<file path="src/sv/qcl_pkg.sv">
// Shared types and constants for the quota credit ledger.
// No dependencies; imported by qcl_ctrl, qcl_datapath and quota_credit_ledger.
package qcl_pkg;

	// configuration port geometry
	localparam int unsigned CFG_ADDR_W = 3;
	localparam int unsigned CFG_DATA_W = 32;
	localparam int unsigned MASK_W     = 4;
	localparam int unsigned LIMIT_W    = 32;
	localparam int unsigned MAX_CLASSES = 4;

	// payload field widths
	localparam int unsigned ACTION_W = 2;
	localparam int unsigned RES_W    = 2;
	localparam int unsigned AMT_IN_W = 32;
	localparam int unsigned OUT_W    = 32;

	// register indexes
	localparam logic [CFG_ADDR_W-1:0] CFG_MASK   = 3'd0;
	localparam logic [CFG_ADDR_W-1:0] CFG_LIMIT0 = 3'd1;

	// request actions
	typedef enum logic [ACTION_W-1:0] {
		ACT_CHECK   = 2'd0,
		ACT_TRY     = 2'd1,
		ACT_FORCE   = 2'd2,
		ACT_RELEASE = 2'd3
	} action_t;

	// controller states
	typedef enum logic [1:0] {
		S_IDLE,
		S_EVAL,
		S_COMMIT
	} state_t;

	// controller to datapath commands
	typedef struct packed {
		logic capture;
		logic eval;
		logic commit;
	} cmd_t;

endpackage

</file>
<file path="src/sv/quota_credit_ledger.sv">
// Quota credit ledger top level: per-class used counters checked against limits.
// Each input beat passes the registered capture, evaluate and commit steps before its result beat.
// The controller takes no new request until the capture/evaluate/commit sequence of the
// last one is done; a pending result beat also holds off a new input beat.
// Reset (arst_n low, asynchronous): mask, limits and all used counters clear to zero.
// Depends on qcl_pkg, qcl_ctrl and qcl_datapath.
module quota_credit_ledger #(
	parameter int unsigned NUM_RESOURCES = 4,
	parameter int unsigned AMOUNT_WIDTH  = 32
) (
	input  logic                           clk,
	input  logic                           arst_n,
	input  logic                           cfg_we,
	input  logic [qcl_pkg::CFG_ADDR_W-1:0] cfg_addr,
	input  logic [qcl_pkg::CFG_DATA_W-1:0] cfg_wdata,
	input  logic                           in_valid,
	output logic                           in_ready,
	input  logic [qcl_pkg::ACTION_W-1:0]   action,
	input  logic [qcl_pkg::RES_W-1:0]      resource,
	input  logic [qcl_pkg::AMT_IN_W-1:0]   amount,
	output logic                           out_valid,
	input  logic                           out_ready,
	output logic                           accepted,
	output logic                           tracked,
	output logic [qcl_pkg::OUT_W-1:0]      used_now,
	output logic [qcl_pkg::OUT_W-1:0]      headroom
);
	import qcl_pkg::*;

	cmd_t cmd;

	// sequencer
	qcl_ctrl u_ctrl (
		.clk       (clk),
		.arst_n    (arst_n),
		.in_valid  (in_valid),
		.in_ready  (in_ready),
		.out_valid (out_valid),
		.out_ready (out_ready),
		.cmd       (cmd)
	);

	// counters and arithmetic
	qcl_datapath #(
		.NUM_RESOURCES (NUM_RESOURCES),
		.AMOUNT_WIDTH  (AMOUNT_WIDTH)
	) u_dp (
		.clk       (clk),
		.arst_n    (arst_n),
		.cmd       (cmd),
		.cfg_we    (cfg_we),
		.cfg_addr  (cfg_addr),
		.cfg_wdata (cfg_wdata),
		.action    (action),
		.resource  (resource),
		.amount    (amount),
		.accepted  (accepted),
		.tracked   (tracked),
		.used_now  (used_now),
		.headroom  (headroom)
	);

endmodule

</file>
<file path="src/sv/qcl_ctrl.sv">
// Sequencer for the ledger: capture, evaluate, commit, plus output beat valid.
// Depends on qcl_pkg for state_t and cmd_t.
module qcl_ctrl (
	input  logic          clk,
	input  logic          arst_n,
	input  logic          in_valid,
	output logic          in_ready,
	output logic          out_valid,
	input  logic          out_ready,
	output qcl_pkg::cmd_t cmd
);
	import qcl_pkg::*;

	state_t state_q, state_d;
	logic   out_valid_q;

	// next state
	always_comb begin
		state_d = state_q;
		case (state_q)
			S_IDLE:   if (in_valid && in_ready) state_d = S_EVAL;
			S_EVAL:   state_d = S_COMMIT;
			S_COMMIT: state_d = S_IDLE;
			default:  state_d = S_IDLE;
		endcase
	end

	// outputs: take a new beat only once the result slot is free or draining
	always_comb begin
		in_ready    = (state_q == S_IDLE) && (!out_valid_q || out_ready);
		cmd.capture = in_valid && in_ready;
		cmd.eval    = (state_q == S_EVAL);
		cmd.commit  = (state_q == S_COMMIT);
	end

	assign out_valid = out_valid_q;

	always_ff @(posedge clk or negedge arst_n) begin
		if (!arst_n) begin
			state_q     <= S_IDLE;
			out_valid_q <= 1'b0;
		end else begin
			state_q <= state_d;
			if (cmd.commit) begin
				out_valid_q <= 1'b1;
			end else if (out_ready) begin
				out_valid_q <= 1'b0;
			end
		end
	end

endmodule

</file>
<file path="src/sv/qcl_datapath.sv">
// Ledger datapath: config registers, per-class used counters, fit and update math.
// Depends on qcl_pkg for widths, register indexes, actions and cmd_t.
module qcl_datapath #(
	parameter int unsigned NUM_RESOURCES = 4,
	parameter int unsigned AMOUNT_WIDTH  = 32
) (
	input  logic                               clk,
	input  logic                               arst_n,
	input  qcl_pkg::cmd_t                      cmd,
	input  logic                               cfg_we,
	input  logic [qcl_pkg::CFG_ADDR_W-1:0]     cfg_addr,
	input  logic [qcl_pkg::CFG_DATA_W-1:0]     cfg_wdata,
	input  logic [qcl_pkg::ACTION_W-1:0]       action,
	input  logic [qcl_pkg::RES_W-1:0]          resource,
	input  logic [qcl_pkg::AMT_IN_W-1:0]       amount,
	output logic                               accepted,
	output logic                               tracked,
	output logic [qcl_pkg::OUT_W-1:0]          used_now,
	output logic [qcl_pkg::OUT_W-1:0]          headroom
);
	import qcl_pkg::*;

	// classes that have a limit register
	localparam int unsigned NR = (NUM_RESOURCES < MAX_CLASSES) ? NUM_RESOURCES : MAX_CLASSES;
	localparam int unsigned IW = (NR > 1) ? $clog2(NR) : 1;
	localparam int unsigned AW = AMOUNT_WIDTH;
	// working width for mixed limit / counter compares
	localparam int unsigned CW = (AW > LIMIT_W) ? AW : LIMIT_W;

	logic [MASK_W-1:0]  mask_q;
	logic [LIMIT_W-1:0] lim_q [NR];
	logic [AW-1:0]      cnt_q [NR];

	// stage 1: captured request and its class state
	action_t            act_s1;
	logic [IW-1:0]      idx_s1;
	logic               trk_s1;
	logic [AW-1:0]      amt_s1;
	logic [LIMIT_W-1:0] lim_s1;
	logic [AW-1:0]      cur_s1;

	// stage 2: decided update
	logic               trk_s2;
	logic               acc_s2;
	logic [LIMIT_W-1:0] lim_s2;
	logic [AW-1:0]      new_s2;

	// request decode
	logic          req_trk;
	logic [IW-1:0] req_idx;
	logic [CW-1:0] amt_ext;

	assign req_idx = IW'(resource);
	assign req_trk = ({1'b0, resource} < (RES_W+1)'(NR)) && mask_q[resource];
	assign amt_ext = CW'(amount);

	// evaluation math
	logic [CW-1:0] lim_w, cur_w, amt_w, room;
	logic          fits;
	logic [AW:0]   sum;
	logic [AW-1:0] add_sat, sub_flr, new_d;
	logic          acc_d;

	always_comb begin
		lim_w   = CW'(lim_s1);
		cur_w   = CW'(cur_s1);
		amt_w   = CW'(amt_s1);
		room    = (lim_w > cur_w) ? (lim_w - cur_w) : '0;
		fits    = (amt_w <= room);
		sum     = {1'b0, cur_s1} + {1'b0, amt_s1};
		add_sat = sum[AW] ? '1 : sum[AW-1:0];
		sub_flr = (amt_s1 >= cur_s1) ? '0 : (cur_s1 - amt_s1);
		new_d   = cur_s1;
		acc_d   = 1'b1;
		case (act_s1)
			ACT_CHECK: acc_d = fits;
			ACT_TRY: begin
				acc_d = fits;
				if (fits) new_d = add_sat;
			end
			ACT_FORCE:   new_d = add_sat;
			ACT_RELEASE: new_d = sub_flr;
			default:     new_d = cur_s1;
		endcase
		if (!trk_s1) acc_d = 1'b1;
	end

	// headroom after the update
	logic [CW-1:0] lim2_w, new_w, head_w;

	always_comb begin
		lim2_w = CW'(lim_s2);
		new_w  = CW'(new_s2);
		head_w = (lim2_w > new_w) ? (lim2_w - new_w) : '0;
	end

	// config registers and counters
	always_ff @(posedge clk or negedge arst_n) begin
		if (!arst_n) begin
			mask_q <= '0;
			for (int r = 0; r < NR; r++) begin
				lim_q[r] <= '0;
				cnt_q[r] <= '0;
			end
		end else begin
			if (cfg_we && (cfg_addr == CFG_MASK)) begin
				mask_q <= cfg_wdata[MASK_W-1:0];
			end
			for (int r = 0; r < NR; r++) begin
				if (cfg_we && (cfg_addr == CFG_LIMIT0 + CFG_ADDR_W'(r))) begin
					lim_q[r] <= cfg_wdata[LIMIT_W-1:0];
					cnt_q[r] <= '0;
				end
			end
			if (cmd.commit && trk_s2) begin
				cnt_q[idx_s1] <= new_s2;
			end
		end
	end

	// capture, evaluate and result registers
	always_ff @(posedge clk) begin
		if (cmd.capture) begin
			act_s1 <= action_t'(action);
			idx_s1 <= req_idx;
			trk_s1 <= req_trk;
			amt_s1 <= amt_ext[AW-1:0];
			lim_s1 <= req_trk ? lim_q[req_idx] : '0;
			cur_s1 <= req_trk ? cnt_q[req_idx] : '0;
		end
		if (cmd.eval) begin
			trk_s2 <= trk_s1;
			acc_s2 <= acc_d;
			lim_s2 <= lim_s1;
			new_s2 <= new_d;
		end
		if (cmd.commit) begin
			accepted <= acc_s2;
			tracked  <= trk_s2;
			used_now <= trk_s2 ? new_w[OUT_W-1:0] : '0;
			headroom <= trk_s2 ? head_w[OUT_W-1:0] : '0;
		end
	end

endmodule
</file>
<file path="config.mk">
export PLATFORM = sky130hd
export DESIGN_NAME = quota_credit_ledger
export DESIGN_NICKNAME = d
export VERILOG_FILES = /design/src/sv/qcl_pkg.sv /design/src/sv/quota_credit_ledger.sv /design/src/sv/qcl_ctrl.sv /design/src/sv/qcl_datapath.sv
export SDC_FILE = /design/constraint.sdc
export NUM_CORES = 1
export LEC_CHECK = 0
export BUFFER_PORTS_ARGS = -buffer_cell sky130_fd_sc_hd__clkbuf_2
export CORE_MARGIN = 2
export CORE_UTILIZATION = 55
export CTS_CLUSTER_SIZE = 24
export DETAILED_ROUTE_END_ITERATION = 10
export GPL_TIMING_DRIVEN = 1
export HOLD_SLACK_MARGIN = 0.02
export PLACE_DENSITY = 0.88
export REMOVE_ABC_BUFFERS = 1
export SYNTH_ARGS = -nofsm -noshare
export SYNTH_HDL_FRONTEND = slang
export SYNTH_HIERARCHICAL = 1
export SYNTH_SLANG_ARGS = --single-unit
</file>
<file path="constraint.sdc">
create_clock -name clk -period 10.8 [get_ports clk]
set_input_delay 1.62 -clock clk [delete_from_list [all_inputs] [get_ports clk]]
set_output_delay 1.62 -clock clk [all_outputs]
set_load 0.01 [all_outputs]
</file>
==> results of run 1 <==
==> flip-flops by register name, indices dropped and copies added (netlist names), 2 cells and up <==
name / flops
u_dp/used_now: 32
u_dp/lim_s1: 32
u_dp/lim2_w: 32
u_dp/lim_q: 128
u_dp/cnt_q: 128
u_dp/act_s1: 2
u_dp/amt_s1: 32
u_dp/idx_s1: 2
u_dp/new_s2: 32
u_dp/mask_q: 4
u_dp/headroom: 32
u_ctrl/state_q: 2
u_dp/cur_s1: 32
==> logic make-up (layout without fill, tap and decap cells) <==
kind of cell / after synthesis / count (layout) / synth area share, %
flip-flops: 496 / 496 / 49.2
buffers and inverters: 262 / 407 / 3.65
multiplexers: 203 / 203 / 10.9
adder cells (fa/ha/maj): 164 / 164 / 7.55
other: 0 / 3 / 0
XOR/XNOR: 102 / 102 / 3.24
AO/OA/AOI/OAI: 595 / 595 / 14.4
AND/OR/NAND/NOR: 608 / 608 / 11.0
==> report_power, final <==
| group | internal, mW | total [mW] | switching (mW) |
|---|---|---|---|
| clock network | 1.08 | 1.86 | 0.782 |
| logic | 1.40 | 3.37 | 1.97 |
| registers | 2.65 | 3.07 | 0.421 |
| total | 5.13 | 8.30 | 3.17 |
==> cell usage in the layout (no fill, tap or decap), types with 7 or more instances in the layout <==
cell         n
a31oi_1     19
dfrtp_1    263
mux4_2      64
xor2_1      22
o31ai_1     13
nor3_1      36
and3_1      20
nor2_1     113
nand3_1     57
o21ai_0    129
nor2b_1     87
edfxtp_1   233
and2_1      34
a211oi_1    20
o21bai_1    24
a31o_2       7
o21a_1       7
xnor2_1     80
nand2b_1    17
clkbuf_8     8
clkbuf_1    13
a21o_1      50
or3_1        7
a22o_1      65
clkbuf_16   54
o211ai_1    14
a221o_1     30
buf_4       25
nand2_1    165
clkbuf_2   140
mux2_2     136
ha_1       160
nor4_1      11
inv_1      138
a21oi_1    152
nand4_1     19
==> per-stage QoR <==
step	area, um2	setup WS (ps)	util (%)	TNS (ps)	instances
6_report	30800	4130	61.7	0	3250
3_5_place_dp	29000	4190	58.1	0	3147
3_3_place_gp	29000	4300	58.1	0	3147
5_1_grt	30800	3780	61.7	0	3248
4_1_cts	30800	4160	61.7	0	3247
2_1_floorplan	27100	-1950	-	-197310	2308
==> per-layer routing <==
layer / vias up / GRT usage (%)
li1: 9182 / -
met1: 10100 / 39.4
met2: 1070 / 48.0
met3: 204 / 5.94
met4: 0 / 11.8
met5: - / 0
==> final cells by class <==
class                      instances  area (um2)
antenna                            3        7.51
inverter                         140         526
multi-input combinational       1672       13100
clock inverter                    25         280
fill                            3874       19100
tap                              672         841
sequential                       496       13600
timing repair buffer             167         908
clock buffer                      75        1510
==> final timing paths <==
check | startpoint | endpoint | slack, ps | depth (start not counted)
setup / recovery | u_dp/lim_s1[0]$_SDFFCE_PN0P_ | u_dp/new_s2[31]$_DFFE_PP_ | 4130 | 24
min in group asynchronous | arst_n | u_dp/cnt_q[24]$_DFF_PN0_ | 1030 | 1
setup reg to reg | u_dp/lim_s1[0]$_SDFFCE_PN0P_ | u_dp/new_s2[31]$_DFFE_PP_ | 4130 | 24
hold reg to reg | u_dp/lim_s1[23]$_SDFFCE_PN0P_ | u_dp/lim2_w[23]$_DFFE_PP_ | 440 | 0
hold / removal | u_dp/lim_s1[23]$_SDFFCE_PN0P_ | u_dp/lim2_w[23]$_DFFE_PP_ | 440 | 0
max in group asynchronous | arst_n | u_dp/mask_q[1]$_DFFE_PN0P_ | 8120 | 2
==> qor.yml, run 1 <==
routedWlPerCell_um: 23.7
start_util_pct: 55.3
rows: 82
endpoint_kind: "flop"
numCtsBuffers: 53
critPathArrivalTime_ps: 7050
worstPathMaxFanout: 35
path_cells: "inv_1 > ha_1 > inv_1 > fa_1 > a21o_1 > a311o_1 > a21oi_2 > nor2_1 > a221oi_2 > nor2b_1 > o41a_1 > and4_1 > or4_1 > ha_1 > nand4_1 > nor4_1 > nor3b_1 > o31a_1 > o21ai_1 > nand2_1 > buf_4 > o221ai_1 > a41o_1 > a221o_1"
portBuffers: 143
critPathSlowestCell: "or4_1"
place_hpwl_um: 54100
core-area_um2: 49900
final_nets: 2770
yosysTopAreaCell: "edfxtp_1"
via_per_inst: 6.33
syn_inst: 2430
ys_ff_latch: 496
yosys-top-cells-count: "263 x dfrtp_1, 233 x edfxtp_1, 165 x nand2_1, 160 x ha_1, 152 x a21oi_1"
pin_count: 144
antenna_found_initial: 2
p_leak_nw: 13.0
ys.flop_type: "dfrtp_1"
seq_area_frac_synth_pct: 49.2
root_buffer: "clkbuf_16"
tightest_slew_ps: 1170
clk_pin_slew_ps: 70
drv_slew: 0
highest_layer: "met4"
firstDrtPassIters: 6
critPathTopFamily: "compound AO/OA/AOI/OAI gates"
crit_path_max_incr_delay_ps: 520
rsz0062_at_grt: "no"
ctsResizeCount: 0
post_cts_buffers: 0
wl_met1_um: 30400
grt_pass1_vias: 21100
clk_latency_ps: 630
relSlewSlack_pct: 22.0
dr_wl_met2_um: 36100
drt_wl_total_um: 77100
synth.most_common_cell: "dfrtp_1"
clockBufferDepth: 3
worst_ir_drop_vdd_mv: 0.140
holdWs_ps: 442
syn_area_um2: 27600
synth.area.top_cells: "edfxtp_1 25%, dfrtp_1 24%, ha_1 7.3%"
hold_buffers: 0
cp-start-kind: "flop"
critPathKind: "reg2reg"
syn_area_per_cell_um2: 11.3
yosysWarnings: 6
areaGrowthSynthToFinish_pct: 11.5
numClockSinks: 496
yosysUniqueCellTypes: 78
fmax_ghz: 0.150
routed-wl-met3_um: 7620
chipHeight_um: 228
drv_cap: 0
layout-drive-gt1-share_pct: 18.8
p_per_area_nw_per_um2: 270
finClkSkew_ps: 29.1
fin_crit_sh_pct: 61.8
min_period_ps: 6670
drt.antenna.violating_nets: 0
hold_viol: 0
outcome: "complete, no violations"
cts_tree: "built"
async_reset_ff_share_pct: 53.0
gp_congestion: 0.960
synth_top_area_share_pct: 25.4
p_total_mw: 8.30
path_buf_inv: 3
grt_max_degree: 103
synth_edf_count: 233
setup_viol: 0
drtIter0Drc: 1958
drc: 0
grt_pass1_wl_um: 120000
die_w_um: 228
overflow: 0
crit_required_ps: 11180
grt_use_total_pct: 29.6
fp.dieArea_um2: 51900
min_path_type: "reg2reg"
h-tree-depth: 2
routed-via-count: 20600
No activity file was read; power rests on OpenSTA's default activity.
==> run 2, diff against run 1 <==
==> constraint.sdc (replaced) <==
create_clock -name clk -period 5.9 [get_ports clk]
set_input_delay 0.885 -clock clk [delete_from_list [all_inputs] [get_ports clk]]
set_output_delay 0.885 -clock clk [all_outputs]
set_load 0.01 [all_outputs]
==> qor.yml, run 2 (synthesized netlist as in run 1, its figures left out) <==
outcome: "complete, no violations"
hold_viol: 0
cts_tree: "built"
cellInternalPower_mw: 9.58
core-area_um2: 49900
routedWlPerCell_um: 23.9
chipHeight_um: 228
routed-via-count: 20700
clk_pin_slew_ps: 70
crit_path_max_incr_delay_ps: 530
grt_pass1_vias: 20800
final_nets: 2802
setup_viol: 0
swShare_pct: 37.9
relSlewSlack_pct: 20.5
r2r_start: "u_dp/lim_s1[0]$_SDFFCE_PN0P_"
grt_max_degree: 165
layout_commonest_cell: "dfrtp_1"
crit_start: "u_dp/lim_s1[0]$_SDFFCE_PN0P_"
drt.antenna.violating_nets: 0
rows: 82
drc: 0
final_util_pct: 62.5
drt_wl_total_um: 78400
firstDrtPassIters: 5
top_regs: "u_dp/cnt_q (128), u_dp/lim_q (128)"
drv_cap: 0
tightest_slew_ps: 1190
pin_count: 144
numClockSinks: 496
clk_latency_ps: 610
sequentialPowerShare_pct: 36.5
root_buffer: "clkbuf_16"
worstPathMaxFanout: 8
critPathKind: "reg2reg"
finClkSkew_ps: 29.7
final_cell_mix: "263 x dfrtp_1, 233 x edfxtp_1, 165 x nand2_1"
min_period_ps: 5730
min_path_type: "in2async"
p_leak_nw: 13.2
critPathSlowestCell: "or4_4"
fmax_ghz: 0.175
rsz0062_at_grt: "yes"
h-tree-depth: 2
critPathArrivalTime_ps: 6070
areaGrowthSynthToFinish_pct: 13.0
worst_ir_drop_vdd_mv: 0.257
fin_crit_sh_pct: 97.1
fp.dieArea_um2: 51900
start_util_pct: 55.3
via_per_inst: 6.31
r2r_slack_ps: 170
crit_required_ps: 6240
tns_ps: 0
die_w_um: 228
drtIter0Drc: 2203
cp-start-kind: "flop"
switchingPower_mw: 5.85
numCtsBuffers: 51
grt_pass1_wl_um: 120000
endpoint_kind: "flop"
hold_buffers: 0
clkPwrFrac_pct: 21.9
grt_use_total_pct: 29.7
overflow: 0
place_hpwl_um: 54900
combPwrFrac_pct: 41.6
antenna_found_initial: 2
path_cells: "inv_1 > ha_2 > inv_2 > fa_2 > a21o_1 > a311o_1 > a21oi_2 > nor2_2 > a221oi_2 > nor2b_1 > o41a_1 > and4_1 > or4_4 > ha_4 > nand4_1 > nor4_2 > nor3b_2 > a31oi_1 > o21ai_1 > buf_4 > o21ai_4 > clkbuf_16 > a221o_1"
clockBufferDepth: 3
r2r-end: "u_dp/new_s2[24]$_DFFE_PP_"
layout-drive-gt1-share_pct: 20.3
p_per_area_nw_per_um2: 495
r2r_cells: 23
drv_slew: 0
fillers: 3877
portBuffers: 143
gp_congestion: 0.954
setup.worst_path.end: "u_dp/new_s2[24]$_DFFE_PP_"
[run 2: cell count changes in the layout (fill, tap and decap cells not counted), moves of 3 or more]
cell,delta
buf_4,+26
ha_1,-3
clkbuf_16,+3
clkinv_4,-5
buf_12,+4
[run 2: how the worst min path moves through the flow]
stage	startpoint	depth (start not counted)	to
after detailed placement	u_dp/acc_s2$_SDFFCE_PN1P_	0	u_dp/accepted$_DFFE_PP_
after CTS	arst_n	1	u_dp/cnt_q[24]$_DFF_PN0_
after floorplan	u_dp/acc_s2$_SDFFCE_PN1P_	0	u_dp/accepted$_DFFE_PP_
final	arst_n	1	u_dp/cnt_q[24]$_DFF_PN0_
after global placement	u_dp/acc_s2$_SDFFCE_PN1P_	0	u_dp/accepted$_DFFE_PP_
after global routing	arst_n	1	u_dp/cnt_q[120]$_DFF_PN0_
[run 2: cell type report]
class                           count  area, um2  area share [%]
Clock buffer                       75       1540            4.95
Antenna cell                        3       7.51          0.0241
Timing Repair Buffer              201       1260            4.03
Clock inverter                     21        235           0.755
Tap cell                          672        841            2.70
Multi-Input combinational cell   1672      13200            42.3
Sequential cell                   496      13600            43.6
Inverter                          140        526            1.69
[run 2: stage by stage]
stage          hold WS (ps)  instances  total power, mW  setup WS [ps]  instance area (um2)
6_report                289       3280             15.4            173                31200
5_1_grt                 380       3278             16.2          -81.8                31200
4_1_cts                 335       3259             15.2           35.7                30900
3_5_place_dp            434       3163             11.7           -102                29100
3_3_place_gp            415       3163             11.5           36.6                29100
2_1_floorplan           400       2308             9.80          -6120                27100
[run 2: repair_timing]
item                                    4_1_cts  5_1_grt
buffers inserted                              0       15
endpoints found under the setup margin       29       32
gates cloned                                  0        3
gates resized for setup                       3       11
pin swaps                                     0       10
[run 2: routing by layer]
metal	wire length, um	share of wire, %	global-route usage (%)
met5	13	0.017	0
met4	3300	4.2	13.0
met3	7400	9.4	5.19
met2	36100	46	47.2
met1	31600	40	40.5
[run 2: worst max-delay path: cells and delay by family (launching register included)]
kind	cells	cell delay, ps
AND/OR/NAND/NOR	7	1580
AO/OA/AOI/OAI	9	2160
adder cells (fa/ha/maj)	3	820
flip-flops	1	390
buffers and inverters	4	510
[run 2: power groups by stage]
stage               clock network (mW)  registers [mW]  logic, mW
detailed placement                   0            5.63       6.10
global placement                     0            5.56       5.93
CTS                               3.41            5.59       6.17
floorplan                            0            5.41       4.39
finish                            3.37            5.63       6.42
global route                      3.55            5.71       6.97
